## config.mk

```make
export PLATFORM = sky130hd
export DESIGN_NAME = controller_report_parser_core
export DESIGN_NICKNAME = d
export VERILOG_FILES = /design/src/rtl/core/crp_pkg.sv /design/src/rtl/core/crp_front.sv /design/src/rtl/core/crp_queue.sv /design/src/rtl/core/crp_back.sv /design/src/rtl/core/controller_report_parser_core.sv
export SDC_FILE = /design/constraint.sdc
export NUM_CORES = 1
export LEC_CHECK = 0
export ABC_AREA = 0
export BUFFER_PORTS_ARGS = -buffer_cell sky130_fd_sc_hd__buf_2
export CAP_MARGIN = 5
export CORE_MARGIN = 4
export CORE_UTILIZATION = 55
export DETAILED_ROUTE_END_ITERATION = 8
export PLACE_DENSITY = 0.69
export SLEW_MARGIN = 15
export SYNTH_ARGS = -nofsm -noshare
export SYNTH_HDL_FRONTEND = slang
export SYNTH_HIERARCHICAL = 1
export SYNTH_SLANG_ARGS = --single-unit
```

## constraint.sdc

```tcl
create_clock -name clock -period 17 [get_ports clock]
set_clock_uncertainty 0.05 [all_clocks]
set_input_delay 0.85 -clock clock [delete_from_list [all_inputs] [get_ports clock]]
set_output_delay 0.85 -clock clock [all_outputs]
set_load 0.03 [all_outputs]
```

## src/rtl/core/crp_pkg.sv

```systemverilog
// ----------------------------------------------------------------------------
// crp_pkg: controller report parser shared types and constants
// Byte offsets, length thresholds, button masks and the packet record that
// travels from the front end through the queue to the decoder.
// ----------------------------------------------------------------------------
package crp_pkg;

   // Byte counter width; the counter saturates at its all-ones value
   localparam int COUNT_W = 7;
   localparam logic [COUNT_W-1:0] COUNT_MAX = 7'd127;

   // Byte offsets within the report
   localparam logic [COUNT_W-1:0] BTN_FIRST   = 7'h03;
   localparam logic [COUNT_W-1:0] BTN_LAST    = 7'h06;
   localparam logic [COUNT_W-1:0] STICK_FIRST = 7'h0A;
   localparam logic [COUNT_W-1:0] STICK_LAST  = 7'h0F;
   localparam logic [COUNT_W-1:0] MOT_FIRST   = 7'h10;
   localparam logic [COUNT_W-1:0] MOT_LAST    = 7'h13;
   localparam logic [COUNT_W-1:0] DIST_FIRST  = 7'h16;
   localparam logic [COUNT_W-1:0] DIST_LAST   = 7'h17;
   localparam logic [COUNT_W-1:0] TRIG_FIRST  = 7'h3C;
   localparam logic [COUNT_W-1:0] TRIG_LAST   = 7'h3D;

   // Packet lengths needed before a field is taken from the packet
   localparam logic [COUNT_W-1:0] MIN_LEN    = 7'd7;
   localparam logic [COUNT_W-1:0] LSTICK_LEN = 7'd13;
   localparam logic [COUNT_W-1:0] RSTICK_LEN = 7'd16;
   localparam logic [COUNT_W-1:0] MX_LEN     = 7'd18;
   localparam logic [COUNT_W-1:0] MY_LEN     = 7'd20;
   localparam logic [COUNT_W-1:0] MD_LEN     = 7'd24;

   localparam logic [11:0] STICK_DEFAULT = 12'd2047;

   // Button groups that reveal which hand holds the controller
   localparam logic [31:0] RIGHT_HAND_BTNS = 32'h0000FF00 | 32'h00040000 | 32'h00020000 |
                                             32'h00100000 | 32'h00400000;
   localparam logic [31:0] LEFT_HAND_BTNS  = 32'hFF000000 | 32'h00080000 | 32'h00010000 |
                                             32'h00200000;

   // Hand hint codes
   localparam logic [1:0] HINT_LEFT  = 2'd1;
   localparam logic [1:0] HINT_RIGHT = 2'd2;

   // Captured packet, one entry per final byte
   typedef struct packed {
      logic [COUNT_W-1:0] len;
      logic [31:0]        buttons;
      logic [15:0]        triggers;
      logic [47:0]        sticks;
      logic [47:0]        motion;
   } pkt_type;

endpackage

```

## src/rtl/core/crp_front.sv

```systemverilog
// ----------------------------------------------------------------------------
// crp_front: byte capture front end
// Counts bytes of the current packet, captures the bytes at the report's
// offsets and pushes one packet record into the queue on the final byte.
// ----------------------------------------------------------------------------
module crp_front #(
   parameter int MAX_PACKET_BYTES = 96
) (
   input  logic             clock,
   input  logic             reset,
   input  logic             req_valid,
   output logic             req_ready,
   input  logic [7:0]       req_byte_in,
   input  logic             req_last_byte,
   output logic             push,
   output crp_pkg::pkt_type push_data,
   input  logic             push_ready
);

   localparam logic [crp_pkg::COUNT_W:0] MAX_LEN = (crp_pkg::COUNT_W + 1)'(MAX_PACKET_BYTES);

   logic [crp_pkg::COUNT_W-1:0] count_ff, count_in;
   logic [31:0]                 buttons_ff, buttons_in;
   logic [15:0]                 triggers_ff, triggers_in;
   logic [47:0]                 sticks_ff, sticks_in;
   logic [47:0]                 motion_ff, motion_in;
   logic [crp_pkg::COUNT_W:0]   pos_inc;
   logic [crp_pkg::COUNT_W-1:0] len;
   logic                        take;

   // Item taken whenever the queue has room for a possible record
   assign req_ready = push_ready;
   assign take      = req_valid && req_ready;
   assign push      = take && req_last_byte;

   // Byte capture at the report offsets
   always_comb begin
      buttons_in  = buttons_ff;
      triggers_in = triggers_ff;
      sticks_in   = sticks_ff;
      motion_in   = motion_ff;
      if ({1'b0, count_ff} < MAX_LEN) begin
         case (count_ff) inside
            [crp_pkg::BTN_FIRST:crp_pkg::BTN_LAST]: begin
               buttons_in[{2'(count_ff - crp_pkg::BTN_FIRST), 3'b000} +: 8] = req_byte_in;
            end
            [crp_pkg::TRIG_FIRST:crp_pkg::TRIG_LAST]: begin
               triggers_in[{1'(count_ff - crp_pkg::TRIG_FIRST), 3'b000} +: 8] = req_byte_in;
            end
            [crp_pkg::STICK_FIRST:crp_pkg::STICK_LAST]: begin
               sticks_in[{3'(count_ff - crp_pkg::STICK_FIRST), 3'b000} +: 8] = req_byte_in;
            end
            [crp_pkg::MOT_FIRST:crp_pkg::MOT_LAST]: begin
               motion_in[{3'(count_ff - crp_pkg::MOT_FIRST), 3'b000} +: 8] = req_byte_in;
            end
            [crp_pkg::DIST_FIRST:crp_pkg::DIST_LAST]: begin
               motion_in[{3'(count_ff - crp_pkg::DIST_FIRST) + 3'd4, 3'b000} +: 8] =
                  req_byte_in;
            end
            default: begin
            end
         endcase
      end
   end

   // Packet length including the final byte, limited to the packet maximum
   assign pos_inc = {1'b0, count_ff} + 1'b1;
   assign len     = (pos_inc > MAX_LEN) ? MAX_LEN[crp_pkg::COUNT_W-1:0]
                                        : pos_inc[crp_pkg::COUNT_W-1:0];

   // Saturating counter, cleared after the final byte
   always_comb begin
      count_in = count_ff;
      if (take) begin
         if (req_last_byte) begin
            count_in = '0;
         end else if (count_ff != crp_pkg::COUNT_MAX) begin
            count_in = pos_inc[crp_pkg::COUNT_W-1:0];
         end
      end
   end

   always_comb begin
      push_data.len      = len;
      push_data.buttons  = buttons_in;
      push_data.triggers = triggers_in;
      push_data.sticks   = sticks_in;
      push_data.motion   = motion_in;
   end

   always_ff @(posedge clock) begin
      if (reset) begin
         count_ff <= '0;
      end else begin
         count_ff <= count_in;
      end
   end

   // Captured bytes; every field read later is rewritten in its own packet
   always_ff @(posedge clock) begin
      if (take) begin
         buttons_ff  <= buttons_in;
         triggers_ff <= triggers_in;
         sticks_ff   <= sticks_in;
         motion_ff   <= motion_in;
      end
   end

endmodule

```

## src/rtl/core/crp_queue.sv

```systemverilog
// ----------------------------------------------------------------------------
// crp_queue: two-entry packet queue
// Decouples the byte front end from the report decoder.
// ----------------------------------------------------------------------------
module crp_queue (
   input  logic             clock,
   input  logic             reset,
   input  logic             push,
   input  crp_pkg::pkt_type push_data,
   output logic             push_ready,
   output logic             pop_valid,
   input  logic             pop,
   output crp_pkg::pkt_type pop_data
);

   crp_pkg::pkt_type mem_ff [2];
   logic             wr_ptr_ff, wr_ptr_in;
   logic             rd_ptr_ff, rd_ptr_in;
   logic [1:0]       fill_ff, fill_in;
   logic             do_push, do_pop;

   assign push_ready = (fill_ff != 2'd2);
   assign pop_valid  = (fill_ff != 2'd0);
   assign do_push    = push && push_ready;
   assign do_pop     = pop && pop_valid;
   assign pop_data   = mem_ff[rd_ptr_ff];

   // Pointer and fill bookkeeping
   always_comb begin
      wr_ptr_in = wr_ptr_ff ^ do_push;
      rd_ptr_in = rd_ptr_ff ^ do_pop;
      fill_in   = fill_ff + 2'(do_push) - 2'(do_pop);
   end

   always_ff @(posedge clock) begin
      if (reset) begin
         wr_ptr_ff <= 1'b0;
         rd_ptr_ff <= 1'b0;
         fill_ff   <= 2'd0;
      end else begin
         wr_ptr_ff <= wr_ptr_in;
         rd_ptr_ff <= rd_ptr_in;
         fill_ff   <= fill_in;
      end
   end

   always_ff @(posedge clock) begin
      if (do_push) begin
         mem_ff[wr_ptr_ff] <= push_data;
      end
   end

endmodule

```

## src/rtl/core/crp_back.sv

```systemverilog
// ----------------------------------------------------------------------------
// crp_back: report decoder
// Turns a packet record into the decoded report fields, applying defaults
// for fields whose bytes did not arrive, and holds them in an output register.
// ----------------------------------------------------------------------------
module crp_back (
   input  logic                clock,
   input  logic                reset,
   input  logic [1:0]          side_hint,
   input  logic                pop_valid,
   output logic                pop,
   input  crp_pkg::pkt_type    pop_data,
   output logic                rsp_valid,
   input  logic                rsp_ready,
   output logic                rsp_report_valid,
   output logic [31:0]         rsp_buttons,
   output logic [7:0]          rsp_trigger_left,
   output logic [7:0]          rsp_trigger_right,
   output logic [11:0]         rsp_left_stick_x,
   output logic [11:0]         rsp_left_stick_y,
   output logic [11:0]         rsp_right_stick_x,
   output logic [11:0]         rsp_right_stick_y,
   output logic signed [15:0]  rsp_motion_x,
   output logic signed [15:0]  rsp_motion_y,
   output logic signed [15:0]  rsp_motion_distance,
   output logic [1:0]          rsp_hand_mask
);

   logic               valid_ff, valid_in;
   logic               rv_ff, rv_in;
   logic [31:0]        btn_ff, btn_in;
   logic [7:0]         tl_ff, tl_in;
   logic [7:0]         tr_ff, tr_in;
   logic [11:0]        lx_ff, lx_in;
   logic [11:0]        ly_ff, ly_in;
   logic [11:0]        rx_ff, rx_in;
   logic [11:0]        ry_ff, ry_in;
   logic [15:0]        mx_ff, mx_in;
   logic [15:0]        my_ff, my_in;
   logic [15:0]        md_ff, md_in;
   logic [1:0]         hand_ff, hand_in;
   logic [crp_pkg::COUNT_W-1:0] len;

   // Load a new item when the output register is empty or being drained
   assign pop = pop_valid && (!valid_ff || rsp_ready);
   assign len = pop_data.len;

   // Field decode with defaults
   always_comb begin
      rv_in   = 1'b0;
      btn_in  = '0;
      tl_in   = '0;
      tr_in   = '0;
      lx_in   = '0;
      ly_in   = '0;
      rx_in   = '0;
      ry_in   = '0;
      mx_in   = '0;
      my_in   = '0;
      md_in   = '0;
      hand_in = '0;
      if (len >= crp_pkg::MIN_LEN) begin
         rv_in  = 1'b1;
         btn_in = pop_data.buttons;
         lx_in  = crp_pkg::STICK_DEFAULT;
         ly_in  = crp_pkg::STICK_DEFAULT;
         rx_in  = crp_pkg::STICK_DEFAULT;
         ry_in  = crp_pkg::STICK_DEFAULT;
         if (len > crp_pkg::TRIG_FIRST) begin
            tl_in = pop_data.triggers[7:0];
         end
         if (len > crp_pkg::TRIG_LAST) begin
            tr_in = pop_data.triggers[15:8];
         end
         if (len >= crp_pkg::LSTICK_LEN) begin
            lx_in = pop_data.sticks[11:0];
            ly_in = pop_data.sticks[23:12];
         end
         if (len >= crp_pkg::RSTICK_LEN) begin
            rx_in = pop_data.sticks[35:24];
            ry_in = pop_data.sticks[47:36];
         end
         if (len >= crp_pkg::MX_LEN) begin
            mx_in = pop_data.motion[15:0];
         end
         if (len >= crp_pkg::MY_LEN) begin
            my_in = pop_data.motion[31:16];
         end
         if (len >= crp_pkg::MD_LEN) begin
            md_in = pop_data.motion[47:32];
         end
         hand_in[0] = (side_hint == crp_pkg::HINT_LEFT) ||
                      ((pop_data.buttons & crp_pkg::LEFT_HAND_BTNS) != '0);
         hand_in[1] = (side_hint == crp_pkg::HINT_RIGHT) ||
                      ((pop_data.buttons & crp_pkg::RIGHT_HAND_BTNS) != '0);
      end
   end

   // Output valid
   always_comb begin
      valid_in = valid_ff;
      if (pop) begin
         valid_in = 1'b1;
      end else if (rsp_ready) begin
         valid_in = 1'b0;
      end
   end

   always_ff @(posedge clock) begin
      if (reset) begin
         valid_ff <= 1'b0;
      end else begin
         valid_ff <= valid_in;
      end
   end

   // Output payload
   always_ff @(posedge clock) begin
      if (pop) begin
         rv_ff   <= rv_in;
         btn_ff  <= btn_in;
         tl_ff   <= tl_in;
         tr_ff   <= tr_in;
         lx_ff   <= lx_in;
         ly_ff   <= ly_in;
         rx_ff   <= rx_in;
         ry_ff   <= ry_in;
         mx_ff   <= mx_in;
         my_ff   <= my_in;
         md_ff   <= md_in;
         hand_ff <= hand_in;
      end
   end

   assign rsp_valid           = valid_ff;
   assign rsp_report_valid    = rv_ff;
   assign rsp_buttons         = btn_ff;
   assign rsp_trigger_left    = tl_ff;
   assign rsp_trigger_right   = tr_ff;
   assign rsp_left_stick_x    = lx_ff;
   assign rsp_left_stick_y    = ly_ff;
   assign rsp_right_stick_x   = rx_ff;
   assign rsp_right_stick_y   = ry_ff;
   assign rsp_motion_x        = signed'(mx_ff);
   assign rsp_motion_y        = signed'(my_ff);
   assign rsp_motion_distance = signed'(md_ff);
   assign rsp_hand_mask       = hand_ff;

endmodule

```

## src/rtl/core/controller_report_parser_core.sv

```systemverilog
// A report's packet record is written into the queue when its final byte is
// accepted, and moves into the output register once that register is free.
// Throughput: one byte per cycle while the queue has room, and the decoder
// emits one report per cycle while the output is taken. Input stalls only
// while the two-entry queue is full behind a held output.
// Reset: synchronous, active high; clears the byte counter, queue, output
// valid and the side hint register.
// ----------------------------------------------------------------------------
// controller_report_parser_core: game controller report parser
// Byte capture front end, two-entry packet queue and report decoder with an
// output register; holds the hand hint register.
// ----------------------------------------------------------------------------
module controller_report_parser_core #(
   parameter int MAX_PACKET_BYTES = 96
) (
   input  logic               clock,
   input  logic               reset,
   input  logic               csr_write_en,
   input  logic [1:0]         csr_write_data,
   input  logic               req_valid,
   output logic               req_ready,
   input  logic [7:0]         req_byte_in,
   input  logic               req_last_byte,
   output logic               rsp_valid,
   input  logic               rsp_ready,
   output logic               rsp_report_valid,
   output logic [31:0]        rsp_buttons,
   output logic [7:0]         rsp_trigger_left,
   output logic [7:0]         rsp_trigger_right,
   output logic [11:0]        rsp_left_stick_x,
   output logic [11:0]        rsp_left_stick_y,
   output logic [11:0]        rsp_right_stick_x,
   output logic [11:0]        rsp_right_stick_y,
   output logic signed [15:0] rsp_motion_x,
   output logic signed [15:0] rsp_motion_y,
   output logic signed [15:0] rsp_motion_distance,
   output logic [1:0]         rsp_hand_mask
);

   logic [1:0]       side_hint_ff, side_hint_in;
   logic             push, push_ready, pop, pop_valid;
   crp_pkg::pkt_type push_data, pop_data;

   // Hand hint register
   assign side_hint_in = csr_write_en ? csr_write_data : side_hint_ff;

   always_ff @(posedge clock) begin
      if (reset) begin
         side_hint_ff <= 2'd0;
      end else begin
         side_hint_ff <= side_hint_in;
      end
   end

   crp_front #(
      .MAX_PACKET_BYTES (MAX_PACKET_BYTES)
   ) u_front (
      .clock         (clock),
      .reset         (reset),
      .req_valid     (req_valid),
      .req_ready     (req_ready),
      .req_byte_in   (req_byte_in),
      .req_last_byte (req_last_byte),
      .push          (push),
      .push_data     (push_data),
      .push_ready    (push_ready)
   );

   crp_queue u_queue (
      .clock      (clock),
      .reset      (reset),
      .push       (push),
      .push_data  (push_data),
      .push_ready (push_ready),
      .pop_valid  (pop_valid),
      .pop        (pop),
      .pop_data   (pop_data)
   );

   crp_back u_back (
      .clock               (clock),
      .reset               (reset),
      .side_hint           (side_hint_ff),
      .pop_valid           (pop_valid),
      .pop                 (pop),
      .pop_data            (pop_data),
      .rsp_valid           (rsp_valid),
      .rsp_ready           (rsp_ready),
      .rsp_report_valid    (rsp_report_valid),
      .rsp_buttons         (rsp_buttons),
      .rsp_trigger_left    (rsp_trigger_left),
      .rsp_trigger_right   (rsp_trigger_right),
      .rsp_left_stick_x    (rsp_left_stick_x),
      .rsp_left_stick_y    (rsp_left_stick_y),
      .rsp_right_stick_x   (rsp_right_stick_x),
      .rsp_right_stick_y   (rsp_right_stick_y),
      .rsp_motion_x        (rsp_motion_x),
      .rsp_motion_y        (rsp_motion_y),
      .rsp_motion_distance (rsp_motion_distance),
      .rsp_hand_mask       (rsp_hand_mask)
   );

endmodule

```

# After elaboration in Yosys (flattened, before gate mapping)
# Memories as Yosys holds them, arrays and structs flattened. A register that Yosys moved wholly into a read port is not among the register bits.
# Cells that the tools add are included.
# W data, S select, Z words.
[classes] addsub=14 magnitude_cmp=20 n_eq_ne=4 shift=10 mux=33 bitwise_logic=2 n_reduce_logical=27
[ops] operator="$mux W48" count=10
[ops] operator="$bwmux W48" count=3
[ops] operator="$shift A8 B8 Y48 const A" count=3
[ops] operator="$shiftx A8 B8 Y48" count=3
[ops] operator="$mux W32" count=2
[ops] operator="$reduce_bool A32 Y1" count=2
[ops] operator="$mux W16" count=3
[ops] operator="$mux W11" count=4
[ops] operator="$ge A7 B5 Y1 const B" count=6
[ops] operator="$bwmux W32" count=1
[ops] operator="$shift A8 B7 Y32 const A" count=1
[ops] operator="$shiftx A8 B7 Y32" count=1
[ops] operator="$neg A6 Y8" count=3
[ops] operator="$mux W7" count=3
[ops] operator="$bwmux W16" count=1
[ops] operator="$reduce_and A2 Y1" count=8
[ops] operator="$shift A8 B6 Y16 const A" count=1
[ops] operator="$shiftx A8 B6 Y16" count=1
[ops] operator="$ge A7 B4 Y1 const B" count=2
[ops] operator="$gt A7 B6 Y1 const B" count=2
[ops] operator="$le A7 B5 Y1 const B" count=2
[ops] operator="$logic_and A1 B1 Y1" count=10
[ops] operator="$add A7 B1 Y8 const B" count=1
[ops] operator="$gt A8 B7 Y1 const B" count=1
[ops] operator="other kinds (26)" count=36
[totals] regBits=305 ram_bits=302 in_bits=16 mem_count=1
[mem_list] name="u_queue.mem_ff" depth=2 word_bits=151 read_ports=1 rd_clocked_by_memory_dff=1 wr=1 line_no="crp_queue.sv:16" source="crp_pkg::pkt_type mem_ff [2];"

# Logic depth before layout (Yosys ltp)
[logic_depth] depth_word=11 ltp_mapped=10 mapped_depth_nobuf=8

# Modules after synthesis
# Netlist, hierarchy kept.
[modules_own_cells] module="crp_queue" instances=1 cells_per_inst=497 area_each_um2=11449.7
[modules_own_cells] module="crp_front" instances=1 cells_per_inst=639 area_each_um2=7796.2
[modules_own_cells] module="crp_back" instances=1 cells_per_inst=337 area_each_um2=5669.2
[modules_own_cells] module="controller_report_parser_core" instances=1 cells_per_inst=6 area_each_um2=67.6

# Worst setup path after synthesis
# Ideal clock, no wire load.
[synth_timing] kind="input to register" from="in rsp_ready" to="reg u_queue.rd_ptr_ff" setup_time_ps=68 arrival_time_ps=13707 slack_ps=3175 stages=5 cell_sequence="inv_1 a21boi_0 o21ai_0 xor2_1 nor2_1"
[synth_between] elab_chain_cells=4
[synth_lines] item="start, declared" line_no="controller_report_parser_core.sv:25" source="input logic rsp_ready,"
[synth_lines] item="$logic_or A1 B1 Y1" line_no="crp_back.sv:45" source="assign pop = pop_valid && (!valid_ff || rsp_ready);"
[synth_lines] item="$logic_and A1 B1 Y1" line_no="crp_back.sv:45"
[synth_lines] item="via pop" line_no="controller_report_parser_core.sv:41" source="logic push, push_ready, pop, pop_valid;"
[synth_lines] item="$logic_and A1 B1 Y1" line_no="crp_queue.sv:25" source="assign do_pop = pop && pop_valid;"
[synth_lines] item="$xor A1 B1 Y1" line_no="crp_queue.sv:31" source="rd_ptr_in = rd_ptr_ff ^ do_pop;"
[synth_lines] item="end signal, assigned" line_no="crp_queue.sv:42" source="rd_ptr_ff <= rd_ptr_in;"
[synth_lines] item="end, declared" line_no="crp_queue.sv:18" source="logic rd_ptr_ff, rd_ptr_in;"
# The timed path passes the listed nets, and every way through them passes these cells.
# A chain may end at the register's enable or synchronous reset.

==> run summary <==
WS Path Type: flop to flop
max-cap violations: 0
CTS clk-pin slew, worst paths: 0.06 ns
Area contributors post-synth: edfxtp_1, mux2_2, mux2_4
CP peak stage delay: 0.72 ns
Starting Density: 56.01%
clock sinks: 607
H-tree levels: 2
drt first-iter violations: 1169
R2R setup slack: 13.11 ns
Synthesized Nets: 1510
HP Class: flop to flop
Max Slew Vio Count: 0
Pre-antenna DRT Iters: 5
RR Startpoint: u_front/count_ff[2]
vias in the first global route: 13.24k
cell-by-cell listing of the critical path: inv_1 -> ha_1 -> ha_1 -> nand3b_1 -> or3_1 -> nor2b_1 -> mux2_2
Pwr Density: 113.2 nW/µm²
Unique masters post-synth: 71
FP Rows: 77
Setup crit end kind: flop
Placed Cells: 2183
Top Ports: 165
RSZ-0062 raised after global routing: false
area grow syn2layout: 12.40%
yosys warns: 6
Avg WL per Cell: 23.03 µm
Setup crit start kind: flop
Setup TNS: 0 ns
area of the mapped netlist: 24980 µm²
Longest Clk Path Bufs: 3
final number of setup-violating endpoints: 0
CP required: 17.28 ns
Layout Cells excl Fill: 2287
crit path time final: 3.894 ns
DR vias: 13.21k
Die Wd: 221.1 µm
CTS tree: yes
vias per cell: 5.777
setup repair bufs after CTS: 0
hold_buf cts: 0
Congestion Overflow GR: 0
layout cell share with drive strength beyond 1: 29.28%
Yosys top cell by area: edfxtp_1
number of enable flip-flop cells after synthesis: 593
Nets: 1681
GP Congestion: 0.9418
IO Port Bufs: 164
Peak VDD IR: 0.07860 mV
worst skew pair latency: 0.59 ns
Resize count post-CTS: 0
status: finished clean
sequential share of the synthesized area: 72.40%
slew margin rel.: 25.62%
first-pass GRT wire length: 80.68 mm
Slew @ Worst Pin: 1.116 ns
maximum fanout along the worst path: 12
Synth Instances: 1479
async set-or-reset flop fraction in the synthesized netlist: 0%
DIE HEIGHT: 221.1 µm
Die ar.: 48900 µm²
crit path launch: u_front/count_ff[2]
# DRC: 0
CP arrival: 4.18 ns
largest net degree at the start of global routing: 75
Lkg Pwr: 9.061 nW
FF+latch count, synth: 607
Worst Hold Launch: side_hint_ff[1]
pre-CTS setup slack: 13.20 ns
syn avg cell area: 16.89 µm²
final hold violations: 0
CP most frequent cell: ha_1
Post-Route WL: 52.66 mm
GRT Resource Usage Total: 21.07%
post-DP HPWL: 32.91 mm
slowest CP cell: nor2b_1
Routed Antenna Nets: 0
Core ar.: 44610 µm²
initial antenna violation count: 3
Max Fclk: 0.2568 GHz
setup ws final: 13.11 ns
final period utilization: 22.91%
Most used DFF post-synth: edfxtp_1
TritonCTS Buffers: 57
top cell type's share of synthesized area: 71.28%
root buf cell: clkbuf_16
## where the power goes
group          internal (W)  switching, W
registers           0.00172     0.0000178
clock network      0.000676      0.000517
logic             0.0000671      0.000174
## flip-flops by register name, summed over array words and instances (netlist names), 16 cells and up
name / count
u_back/rsp_motion_x: 16
u_back/rsp_buttons: 32
u_front/buttons_ff: 32
u_back/rsp_motion_y: 16
u_front/motion_ff: 48
u_front/sticks_ff: 48
u_queue/mem_ff: 302
u_back/rsp_motion_distance: 16
u_front/triggers_ff: 16
## kinds of logic (layout without fill, tap and decap cells)
logic type / after synthesis / count (layout) / synth area share, %
XOR/XNOR: 4 / 4 / 0.1403
flip-flops: 607 / 607 / 72.40
AO/OA/AOI/OAI: 197 / 197 / 5.990
adder cells (fa/ha/maj): 15 / 15 / 0.7512
other: 0 / 1 / 0
multiplexers: 220 / 220 / 11.09
buffers and inverters: 83 / 298 / 1.718
AND/OR/NAND/NOR: 353 / 353 / 7.908
## cell type report
type                       instances  area, µm²
sequential                       607      18090
fill                            3135      16530
multi-input combinational        789       6497
clock buffer                      77       1574
timing repair buffer             178      925.9
tap                              592      740.7
clock inverter                    26      181.4
inverter                          17      66.31
antenna                            1      2.502
## metal layers
| metal | share of wire [%] | GRT usage [%] | up-vias | wire length [µm] |
|---|---|---|---|---|
| li1 | - | - | 6037 | - |
| met1 | 45 | 30.57 | 6665 | 23440 |
| met2 | 47 | 33.23 | 409 | 24800 |
| met3 | 5.8 | 3.605 | 100 | 3048 |
| met4 | 2.6 | 6.503 | 2 | 1365 |
| met5 | 0.027 | 0 | - | 14 |
## Yosys cell counts, types with 6 or more instances
library cell	instances
nand2b_1	22
and2_1	79
clkbuf_1	33
nand3_1	19
o31ai_1	30
buf_2	16
o21a_1	44
nor2_1	45
a21o_1	6
ha_1	15
inv_1	16
edfxtp_1	593
and3_1	11
mux2_4	80
mux2_2	125
a31oi_1	8
a221o_1	9
buf_6	12
nor2b_1	44
mux2_1	10
a21oi_1	12
nor3_1	13
o2bb2ai_1	6
dfxtp_1	14
o21ai_0	36
nand2_1	79
## final timing paths
check / endpoint / cells after the start
worst min register to register: side_hint_ff[1] / 2
worst max register to register: u_queue/mem_ff[0][87] / 7
worst max-delay path: u_queue/mem_ff[0][87] / 7
worst min-delay path: side_hint_ff[1] / 2
## placed cells by master, fill, tap and decap left out, types with 8 or more instances in the layout
cell type / n
edfxtp_1: 593
buf_2: 164
mux2_2: 125
mux2_4: 80
and2_1: 79
nand2_1: 78
clkbuf_16: 59
nor2_1: 45
nor2b_1: 44
o21a_1: 44
o21ai_0: 36
o31ai_1: 30
nand2b_1: 22
nand3_1: 19
clkbuf_1: 15
inv_1: 15
buf_4: 14
ha_1: 14
dfxtp_1: 13
nor3_1: 13
a21oi_1: 12
clkinv_1: 11
clkinv_2: 10
and3_1: 10
mux2_1: 10
a221o_1: 9
a31oi_1: 8
## worst max-delay path: cells and delay by family (launching register included)
kind                       cells  cell delay [ns]
adders and majority gates      2             0.87
muxes                          1             0.44
DFF                            1             0.63
buffers and inverters          1             0.29
and+or+nand+nor                3             1.35
## through the flow
step / utilization (%) / hold WS, ns / total power, W / cell area (µm²)
5_1_grt: 62.94 / 0.4657 / 0.003295 / 28080
6_report: 62.95 / 0.4455 / 0.003177 / 28080
4_1_cts: 62.94 / 0.4250 / 0.003210 / 28080
3_5_place_dp: 59.01 / 0.4424 / 0.002017 / 26320
2_1_floorplan: - / 0.4104 / 0.001959 / 24980
3_3_place_gp: 59.01 / 0.4287 / 0.002012 / 26320
No activity file was read; power rests on OpenSTA's default activity.
